`config.mk`:
```
export PLATFORM = sky130hd
export DESIGN_NAME = servo_pulse_slew_limiter
export DESIGN_NICKNAME = d
export VERILOG_FILES = /design/src/spsl_pkg.sv /design/src/servo_pulse_slew_limiter.sv /design/src/spsl_target.sv /design/src/spsl_slew.sv
export SDC_FILE = /design/constraint.sdc
export NUM_CORES = 1
export LEC_CHECK = 0
export ABC_CLOCK_PERIOD_IN_PS = 7300
export BUFFER_PORTS_ARGS = -buffer_cell sky130_fd_sc_hd__buf_2
export CAP_MARGIN = 20
export CORE_MARGIN = 2
export CORE_UTILIZATION = 45
export CTS_BUF_LIST = sky130_fd_sc_hd__clkbuf_16
export CTS_CLUSTER_DIAMETER = 40
export CTS_CLUSTER_SIZE = 16
export DETAILED_ROUTE_END_ITERATION = 8
export PLACE_DENSITY_LB_ADDON = 0.15
export SYNTH_ARGS = -nofsm -noshare
export SYNTH_HDL_FRONTEND = slang
export SYNTH_SLANG_ARGS = --single-unit
```
`constraint.sdc`:
```
create_clock -name i_clk -period 7.3 [get_ports i_clk]
set_input_delay 1.46 -clock i_clk [delete_from_list [all_inputs] [get_ports i_clk]]
set_output_delay 1.46 -clock i_clk [all_outputs]
set_load 0.01 [all_outputs]
```
`src/spsl_pkg.sv`:
```
// ----------------------------------------------------------------------------
// spsl_pkg
// Types and constants shared by the servo pulse slew limiter modules.
// ----------------------------------------------------------------------------
package spsl_pkg;

    // configuration register indexes
    typedef enum logic [1:0] {
        CFG_NEUTRAL_WIDTH  = 2'd0,
        CFG_ANGLE_GAIN     = 2'd1,
        CFG_MAX_STEP       = 2'd2,
        CFG_DIRECTION_MASK = 2'd3
    } t_cfg_idx;

    localparam int CFG_IDX_W  = 2;
    localparam int CFG_DATA_W = 16;

    localparam logic [15:0] NEUTRAL_RESET  = 16'd30000;
    localparam logic [7:0]  GAIN_RESET     = 8'd142;
    localparam logic [15:0] MAX_STEP_RESET = 16'd1000;
    localparam logic [7:0]  MASK_RESET     = 8'd0;
    localparam logic [15:0] WIDTH_RESET    = 16'd30000;

    // divide by the 50 Hz tick rate: floor(p / 50) == (p * 83887) >> 22 for p < 2^16
    localparam logic [32:0] RECIP_50    = 33'd83887;
    localparam int          RECIP_SHIFT = 22;

    typedef struct packed {
        logic [2:0]        channel;
        logic signed [7:0] target_angle;
        logic [7:0]        move_speed;
        logic signed [7:0] trim_offset;
    } t_in_word;

    typedef struct packed {
        logic [15:0] pulse_width;
        logic        locked;
        logic [7:0]  lock_flags;
    } t_out_word;

    typedef struct packed {
        logic [15:0] neutral_width;
        logic [7:0]  angle_gain;
        logic [15:0] max_step;
        logic [7:0]  direction_mask;
    } t_cfg;

    // after the multiply stage
    typedef struct packed {
        logic [2:0]         channel;
        logic signed [16:0] term;
        logic [15:0]        speed_prod;
    } t_prod;

    // target and step limit of one update
    typedef struct packed {
        logic [2:0]  channel;
        logic [15:0] target;
        logic [15:0] step;
    } t_target;

endpackage

```
`src/servo_pulse_slew_limiter.sv`:
```
// ----------------------------------------------------------------------------
// servo_pulse_slew_limiter
// Moves each servo channel's pulse width toward its target by a speed-limited
// step and reports the new width with the channel lock flags.
// ----------------------------------------------------------------------------
//   channel   dir  handshake                 word
//   in        in   i_in_valid / o_in_stall   i_in_word  (t_in_word)
//   out       out  o_out_valid / i_out_stall o_out_word (t_out_word)
//   cfg       in   i_cfg_we                  i_cfg_index, i_cfg_data
//
// one word per cycle sustained while the output does not stall; words pass
// through the input register, product stage, target stage and result register.
// the width update closes in the slew stage, so same-channel words go back to back.
// synchronous reset restores register defaults, widths to 30000, locks clear.
// an output stall backs up through the stages; a stage keeps taking words
// while the one after it has room.
module servo_pulse_slew_limiter
    import spsl_pkg::*;
#(
    parameter int CHANNELS = 8
)
(
    input  logic                  i_clk,
    input  logic                  i_rst_n,
    input  logic                  i_in_valid,
    output logic                  o_in_stall,
    input  t_in_word              i_in_word,
    output logic                  o_out_valid,
    input  logic                  i_out_stall,
    output t_out_word             o_out_word,
    input  logic                  i_cfg_we,
    input  logic [CFG_IDX_W-1:0]  i_cfg_index,
    input  logic [CFG_DATA_W-1:0] i_cfg_data
);

    t_cfg     r_cfg;
    logic     r_in_valid;
    t_in_word r_in;
    logic     in_ready;
    logic     tgt_stall;
    logic     tgt_valid;
    t_target  tgt;
    logic     slew_stall;

    always_ff @(posedge i_clk) begin
        if (!i_rst_n) begin
            r_cfg.neutral_width  <= NEUTRAL_RESET;
            r_cfg.angle_gain     <= GAIN_RESET;
            r_cfg.max_step       <= MAX_STEP_RESET;
            r_cfg.direction_mask <= MASK_RESET;
        end else if (i_cfg_we) begin
            unique case (t_cfg_idx'(i_cfg_index))
                CFG_NEUTRAL_WIDTH:  r_cfg.neutral_width  <= i_cfg_data;
                CFG_ANGLE_GAIN:     r_cfg.angle_gain     <= i_cfg_data[7:0];
                CFG_MAX_STEP:       r_cfg.max_step       <= i_cfg_data;
                CFG_DIRECTION_MASK: r_cfg.direction_mask <= i_cfg_data[7:0];
                default: ;
            endcase
        end
    end

    // input register
    assign in_ready   = !r_in_valid || !tgt_stall;
    assign o_in_stall = !in_ready;

    always_ff @(posedge i_clk) begin
        if (!i_rst_n) begin
            r_in_valid <= 1'b0;
        end else if (in_ready) begin
            r_in_valid <= i_in_valid;
        end
    end

    always_ff @(posedge i_clk) begin
        if (in_ready && i_in_valid) begin
            r_in <= i_in_word;
        end
    end

    spsl_target u_target (
        .i_clk   (i_clk),
        .i_rst_n (i_rst_n),
        .i_cfg   (r_cfg),
        .i_valid (r_in_valid),
        .i_word  (r_in),
        .o_stall (tgt_stall),
        .o_valid (tgt_valid),
        .o_tgt   (tgt),
        .i_stall (slew_stall)
    );

    spsl_slew #(
        .CHANNELS (CHANNELS)
    ) u_slew (
        .i_clk       (i_clk),
        .i_rst_n     (i_rst_n),
        .i_valid     (tgt_valid),
        .i_tgt       (tgt),
        .o_stall     (slew_stall),
        .o_valid     (o_out_valid),
        .o_word      (o_out_word),
        .i_out_stall (i_out_stall)
    );

endmodule

```
`src/spsl_target.sv`:
```
// ----------------------------------------------------------------------------
// spsl_target
// Two pipeline stages: gain products, then clamped target width and step limit.
// ----------------------------------------------------------------------------
module spsl_target
    import spsl_pkg::*;
(
    input  logic     i_clk,
    input  logic     i_rst_n,
    input  t_cfg     i_cfg,
    input  logic     i_valid,
    input  t_in_word i_word,
    output logic     o_stall,
    output logic     o_valid,
    output t_target  o_tgt,
    input  logic     i_stall
);

    logic    r_p_valid;
    t_prod   r_p;
    t_prod   n_p;
    logic    r_t_valid;
    t_target r_t;
    t_target n_t;

    logic ready_t;
    logic ready_p;

    logic signed [8:0]  sum;
    logic signed [17:0] term_full;

    logic               neg;
    logic signed [16:0] term_dir;
    logic signed [17:0] tgt_wide;
    logic [32:0]        q_prod;
    logic [15:0]        q;

    assign ready_t = !r_t_valid || !i_stall;
    assign ready_p = !r_p_valid || ready_t;
    assign o_stall = !ready_p;
    assign o_valid = r_t_valid;
    assign o_tgt   = r_t;

    // stage 1: gain times angle sum, gain times speed
    always_comb begin
        sum       = {i_word.target_angle[7], i_word.target_angle}
                  + {i_word.trim_offset[7], i_word.trim_offset};
        term_full = $signed({1'b0, i_cfg.angle_gain}) * sum;
        n_p.channel    = i_word.channel;
        n_p.term       = term_full[16:0];
        n_p.speed_prod = i_cfg.angle_gain * i_word.move_speed;
    end

    // stage 2: direction, neutral offset, saturation, step limit
    always_comb begin
        neg      = i_cfg.direction_mask[r_p.channel];
        term_dir = neg ? -r_p.term : r_p.term;
        tgt_wide = $signed({2'b00, i_cfg.neutral_width}) + {term_dir[16], term_dir};
        n_t.channel = r_p.channel;
        if (tgt_wide[17]) begin
            n_t.target = '0;
        end else if (tgt_wide[16]) begin
            n_t.target = '1;
        end else begin
            n_t.target = tgt_wide[15:0];
        end
        q_prod = {17'd0, r_p.speed_prod} * RECIP_50;
        q      = {5'd0, q_prod[RECIP_SHIFT +: 11]};
        n_t.step = (q > i_cfg.max_step) ? i_cfg.max_step : q;
    end

    always_ff @(posedge i_clk) begin
        if (!i_rst_n) begin
            r_p_valid <= 1'b0;
            r_t_valid <= 1'b0;
        end else begin
            if (ready_p) begin
                r_p_valid <= i_valid;
            end
            if (ready_t) begin
                r_t_valid <= r_p_valid;
            end
        end
    end

    always_ff @(posedge i_clk) begin
        if (ready_p && i_valid) begin
            r_p <= n_p;
        end
        if (ready_t && r_p_valid) begin
            r_t <= n_t;
        end
    end

endmodule

```
`src/spsl_slew.sv`:
```
// ----------------------------------------------------------------------------
// spsl_slew
// Per-channel width and lock state, slew step toward target, result register.
// ----------------------------------------------------------------------------
module spsl_slew
    import spsl_pkg::*;
#(
    parameter int CHANNELS = 8
)
(
    input  logic      i_clk,
    input  logic      i_rst_n,
    input  logic      i_valid,
    input  t_target   i_tgt,
    output logic      o_stall,
    output logic      o_valid,
    output t_out_word o_word,
    input  logic      i_out_stall
);

    localparam int          CH_W = (CHANNELS > 1) ? $clog2(CHANNELS) : 1;
    localparam logic [3:0]  NCH  = 4'(CHANNELS);

    logic [15:0]         r_width [CHANNELS];
    logic [CHANNELS-1:0] r_lock;
    logic [CHANNELS-1:0] n_lock;
    logic                r_out_valid;
    t_out_word           r_out;
    t_out_word           n_out;

    logic               ready;
    logic               commit;
    logic               ch_ok;
    logic [CH_W-1:0]    idx;
    logic [15:0]        cur;
    logic signed [16:0] diff;
    logic signed [16:0] stp;
    logic [15:0]        nxt;
    logic               lock;

    assign ready   = !r_out_valid || !i_out_stall;
    assign commit  = i_valid && ready;
    assign o_stall = !ready;
    assign o_valid = r_out_valid;
    assign o_word  = r_out;

    always_comb begin
        ch_ok = {1'b0, i_tgt.channel} < NCH;
        idx   = i_tgt.channel[CH_W-1:0];
        cur   = r_width[idx];
        diff  = $signed({1'b0, i_tgt.target}) - $signed({1'b0, cur});
        stp   = $signed({1'b0, i_tgt.step});
        if (diff > stp) begin
            nxt  = cur + i_tgt.step;
            lock = 1'b0;
        end else if (diff < -stp) begin
            nxt  = cur - i_tgt.step;
            lock = 1'b0;
        end else begin
            nxt  = i_tgt.target;
            lock = 1'b1;
        end
        n_lock = r_lock;
        if (ch_ok) begin
            n_lock[idx] = lock;
        end
        n_out.pulse_width = ch_ok ? nxt : 16'd0;
        n_out.locked      = ch_ok && lock;
        n_out.lock_flags  = 8'(n_lock);
    end

    always_ff @(posedge i_clk) begin
        if (!i_rst_n) begin
            for (int c = 0; c < CHANNELS; c++) begin
                r_width[c] <= WIDTH_RESET;
            end
            r_lock      <= '0;
            r_out_valid <= 1'b0;
        end else begin
            if (commit && ch_ok) begin
                r_width[idx] <= nxt;
            end
            if (commit) begin
                r_lock <= n_lock;
            end
            if (ready) begin
                r_out_valid <= i_valid;
            end
        end
    end

    always_ff @(posedge i_clk) begin
        if (commit) begin
            r_out <= n_out;
        end
    end

endmodule

```
Yosys cells after proc, flatten, opt, wreduce, memory -nomap -nowiden
Memory sizes are Yosys's and may differ from the RTL's. A register that Yosys moved wholly into a read port is not among the register bits.
Cells that the tools add are included.
Widths: inputs -> output; s select.

cells by class
  multipliers = 3
  magnitude comparators = 6
  add/sub/neg operators = 7
  mux-type cells = 20
  reductions and logical operators = 21
  eq/ne operators = 3

operator list
  operator                count
  $mux 16                 4
  $mul 16x17->33 const B  1
  $add 17x17->18          1
  $gt 17x17->1            1
  $lt 17x17->1            1
  $mul 9x9->17            1
  $mux 17                 1
  $neg 16->17             1
  $neg 17->17             1
  $sub 16x16->17          1
  $add 16x16->16          1
  $gt 11x16->1            1
  $mul 8x8->16            1
  $reduce_or 16->1        1
  $sub 16x16->16          1
  $mux 11                 1
  $add 8x8->9             1
  $mux 1                  9
  $bwmux 8                1
  $lt 3x4->1 const B      2
  $reduce_and 2->1        4
  $logic_not 1->1         6
  $mux 3                  2
  $logic_and 1x1->1       5
  7 further kinds         11

storage, ports and cells
  word-level logic and storage cells = 84
  output and inout bits = 27
  RAM bits = 128
  flip-flop bits (word level) = 183
  memories = 1
  input port bits = 50

memory list
  name            words  bits a word  rd ports  clocked after memory_dff  wr ports  line             source
  u_slew.r_width  8      16           1         1                         8         spsl_slew.sv:24  logic [15:0] r_width [CHANNELS];

Depth between registers and ports, before layout
  word-level depth = 8
  depth in mapped cells = 32
  mapped depth without buffers = 31

Modules after synthesis
From an unflattened synthesis, not the netlist that was laid out.

unflattened totals
  cells, all modules = 2564
  area, all modules = 26480.4 um2

by module, submodules not included
  module                    area each (um2)  sequential area each (um2)  cells an instance  times used
  spsl_target               13485.4          2172.1                      1341               1
  spsl_slew                 10224.8          4774.6                      999                1
  servo_pulse_slew_limiter  2770.2           1791.7                      224                1

Worst setup path before layout
OpenSTA, ideal clock, no wires.

  kind = flip-flop to flip-flop
  start = register u_target.r_p[10] (netlist name)
  end = register u_target.r_t, in the netlist u_target.o_tgt[1], data pin
  data arrival time = 7022 ps
  setup time = 260 ps
  cell stages (with the launch flop) = 26
  setup slack = 18 ps
  data required time = 7040 ps
  cells stage by stage = edfxtp_1 -> fa_1 -> inv_1 -> fa_1 -> inv_1 -> fa_1 -> inv_1 -> fa_1 -> inv_1 -> fa_1 -> fa_1 -> ha_1 -> and4_1 -> nand3_1 -> o21ba_2 -> nor3_1 -> o211ai_1 -> o21ai_0 -> xor2_1 -> ha_1 -> a21o_1 -> a211oi_1 -> o21ai_0 -> nand2_1 -> clkbuf_1 -> mux2_2

RTL lines
  element                   line               source
  start: declaration        spsl_target.sv:20  t_prod r_p;
  start signal: assignment  spsl_target.sv:88  r_p <= n_p;
  end signal: assignment    spsl_target.sv:91  r_t <= n_t;
  end: declaration          spsl_target.sv:23  t_target r_t;

==> flow_summary.json <==
{
  "hold_end": "u_target.n_t[32]",
  "netlist_area_um2": 26420,
  "rr_worst_depth": 28,
  "dpl_cell_area_um2": 27960,
  "core_area_um2": 57920,
  "muxShareOfSynthArea_pct": 4.736,
  "min_path_type": "reg2reg",
  "final_common_cell": "inv_1",
  "row_count": 88,
  "synth-xor-area-share_pct": 3.315,
  "synth_compound_area_share_pct": 9.438,
  "critPathArrivalTime_ns": 7.39,
  "worstPathMaxFanout": 6,
  "postSynthAreaPerCell_um2": 10.49,
  "r2r_slack_ns": 0.28,
  "fin_crit_ns": 7.019,
  "fmax_mhz": 142.5,
  "clk_pin_slew_ns": 0.05,
  "grt_pass1_wl_mm": 103.2,
  "synth_edf_count": 251,
  "required_ns": 7.67,
  "slew_viol_final": 0,
  "finalHoldViolCount": 0,
  "rr_endpoint": "u_target.o_tgt[1]",
  "crit_type": "reg2reg",
  "holdBufCountCts": 0,
  "min_path_cells": 0,
  "clk_latency_ns": 0.63,
  "hold_start": "r_in[24]",
  "ioPinCount": 77,
  "synth_simple_gate_area_share_pct": 13.67,
  "seq_area_frac_synth_pct": 33.30,
  "area_growth_pct": 13.66,
  "diodes": 0,
  "vias": 18520,
  "cp-end-kind": "flop",
  "synth_fa_ha_area_share_pct": 29.53,
  "synth-seq-cells": 314,
  "worst_path_max_delay_cell": "fa_1",
  "grt.overflow.total": 0,
  "r2r-start": "u_target.r_p[5]",
  "gp_congestion": 0.9000,
  "status": "complete, no violations",
  "worst_slew_pin_slew_ns": 1.042,
  "finalSetupViolations": 0,
  "cp-startpoint": "u_target.r_p[5]",
  "die_w_um": 246.3,
  "final_cell_mix": "inv_1, ha_1, edfxtp_1",
  "syn_inst": 2519,
  "clockBufferDepth": 3,
  "synth_ff_type": "edfxtp_1",
  "cts_buffers": 50,
  "timing.setup.tns_ns": 0,
  "period_share_pct": 96.15,
  "grt_pass1_vias": 19190,
  "hpwl_mm": 51.21,
  "drtIter0Drc": 893,
  "cts_tree": "yes",
  "startpoint_type": "flop",
  "max_cap_viol_count": 0,
  "port_buffers": 76,
  "synthArstFlopShare_pct": 0,
  "drtAntennaViolNets": 0,
  "wl_per_cell_um": 18.83,
  "routed_wirelength_mm": 65.21,
  "clock_skew_ns": 0.06837,
  "drive_gt1_share_pct": 12.94,
  "drcViolationCount": 0,
  "synth_top_family_by_area": "adder cells",
  "layout.nets": 3221,
  "yosys_warnings": 0,
  "firstDrtPassIters": 5,
  "grt_usage_pct": 21.85,
  "antenna_found_initial": 1,
  "root_buffer": "clkbuf_16",
  "vias_per_cell": 5.349,
  "hold_ws_ns": 0.4271,
  "grt_max_degree": 79,
  "max_stage_delay_ns": 0.54,
  "cp_common_cell": "fa_1",
  "synth.distinct_cells": 81,
  "final_area_um2": 30030,
  "relSlewSlack_pct": 30.26,
  "start_util_pct": 45.62,
  "htree_levels": 2,
  "fp.dieH_um": 246.3,
  "die_area_um2": 60670,
  "clock_sinks": 314
}
[cells in the mapped netlist (all sizes together), types with 9 or more instances]
library cell	number	area [um^2]
inv	355	1333
ha	334	4179
edfxtp	251	7537
nand2	215	807.0
fa	181	3623
nor2	131	491.7
and2	92	575.6
a21oi	88	440.4
xnor2	75	664.4
nand3	74	370.4
dfxtp	63	1261
o21ai	61	324.1
nand2b	49	306.5
clkbuf	48	180.2
nor3	39	205.2
a21o	38	285.3
mux4	34	765.7
nor2b	34	212.7
a21boi	32	240.2
nand4	31	200.2
mux2i	30	316.5
o21a	27	202.7
xor2	22	211.5
nor4	18	112.6
o21bai	18	135.1
o211ai	16	120.1
mux2	15	168.9
buf	14	72.57
and3	13	81.33
a211oi	12	110.1
o31ai	12	95.09
or3	12	80.08
or2	9	58.81
[repair_timing]
action / 4_1_cts / 5_1_grt
pin swaps: 0 / 31
setup endpoints to repair: 5 / 11
endpoints found under the hold margin: 0 / 0
gates resized for setup: 1 / 40
setup buffers: 0 / 13
[final cells by class]
type,instances,area [um^2]
inverter,355,1333
fill,5266,27880
timing repair buffer,143,903.4
multi-input combinational,1792,16240
tap,765,957.2
clock inverter,42,499.2
clock buffer,52,1301
sequential,314,8800
[logic make-up after synthesis]
| group | count (synthesis) |
|---|---|
| AO/OA/AOI/OAI | 366 |
| multiplexers | 79 |
| flip-flops | 314 |
| AND/OR/NAND/NOR | 730 |
| buffers and inverters | 417 |
| adder cells (fa/ha/maj) | 515 |
| other | 1 |
| XOR/XNOR | 97 |
[per-stage QoR]
step	util (%)	instances	setup WS, ns
2_1_floorplan	-	2523	0.01779
3_3_place_gp	48.24	3355	0.07226
3_5_place_dp	48.28	3356	-0.02581
4_1_cts	51.39	3450	0.02080
5_1_grt	51.85	3463	-0.01917
6_report	51.85	3463	0.2807
[sequential cells by signal, indices dropped and copies added, names as in the netlist, named ones only]
register and cells:
r_cfg 48, r_in 27, u_target.r_p_valid 1, u_slew.o_word 25, u_slew.r_width 128, u_slew.r_lock 8
u_target.o_tgt 35, r_in_valid 1, u_target.r_p 33, u_target.o_valid 1, u_target.n_t 3, u_slew.o_valid 1
[critical path, delay by kind of cell (launching register included)]
kind,cells,cell delay (ns)
adders and majority gates,8,3.45
AOI/OAI and AO/OA,8,1.18
buffers and inverters,7,0.71
and+or+nand+nor,3,0.53
DFF,1,0.41
muxes,1,0.34
xor gates and xnor gates,1,0.17
[layer usage]
layer / GRT usage, % / wire [um] / share of wire [%]
met5: 0 / 16 / 0.025
met4: 7.459 / 2063 / 3.2
met3: 2.745 / 2308 / 3.5
met2: 39.33 / 33310 / 51
met1: 26.92 / 27510 / 42
[how the worst max path moves through the flow]
stage               slack (ns)  depth (start not counted)                 to
finish                    0.28                         28  u_target.o_tgt[1]
CTS                       0.02                         27  u_target.o_tgt[1]
global placement          0.07                         26  u_target.o_tgt[4]
floorplan                 0.02                         25  u_target.o_tgt[1]
detailed placement       -0.03                         26  u_target.o_tgt[1]
global route             -0.02                         29  u_target.o_tgt[3]
Power is left out: the tool's default activity adds up to more than one toggle a clock period on the data nets, which glitch-free logic cannot reach.
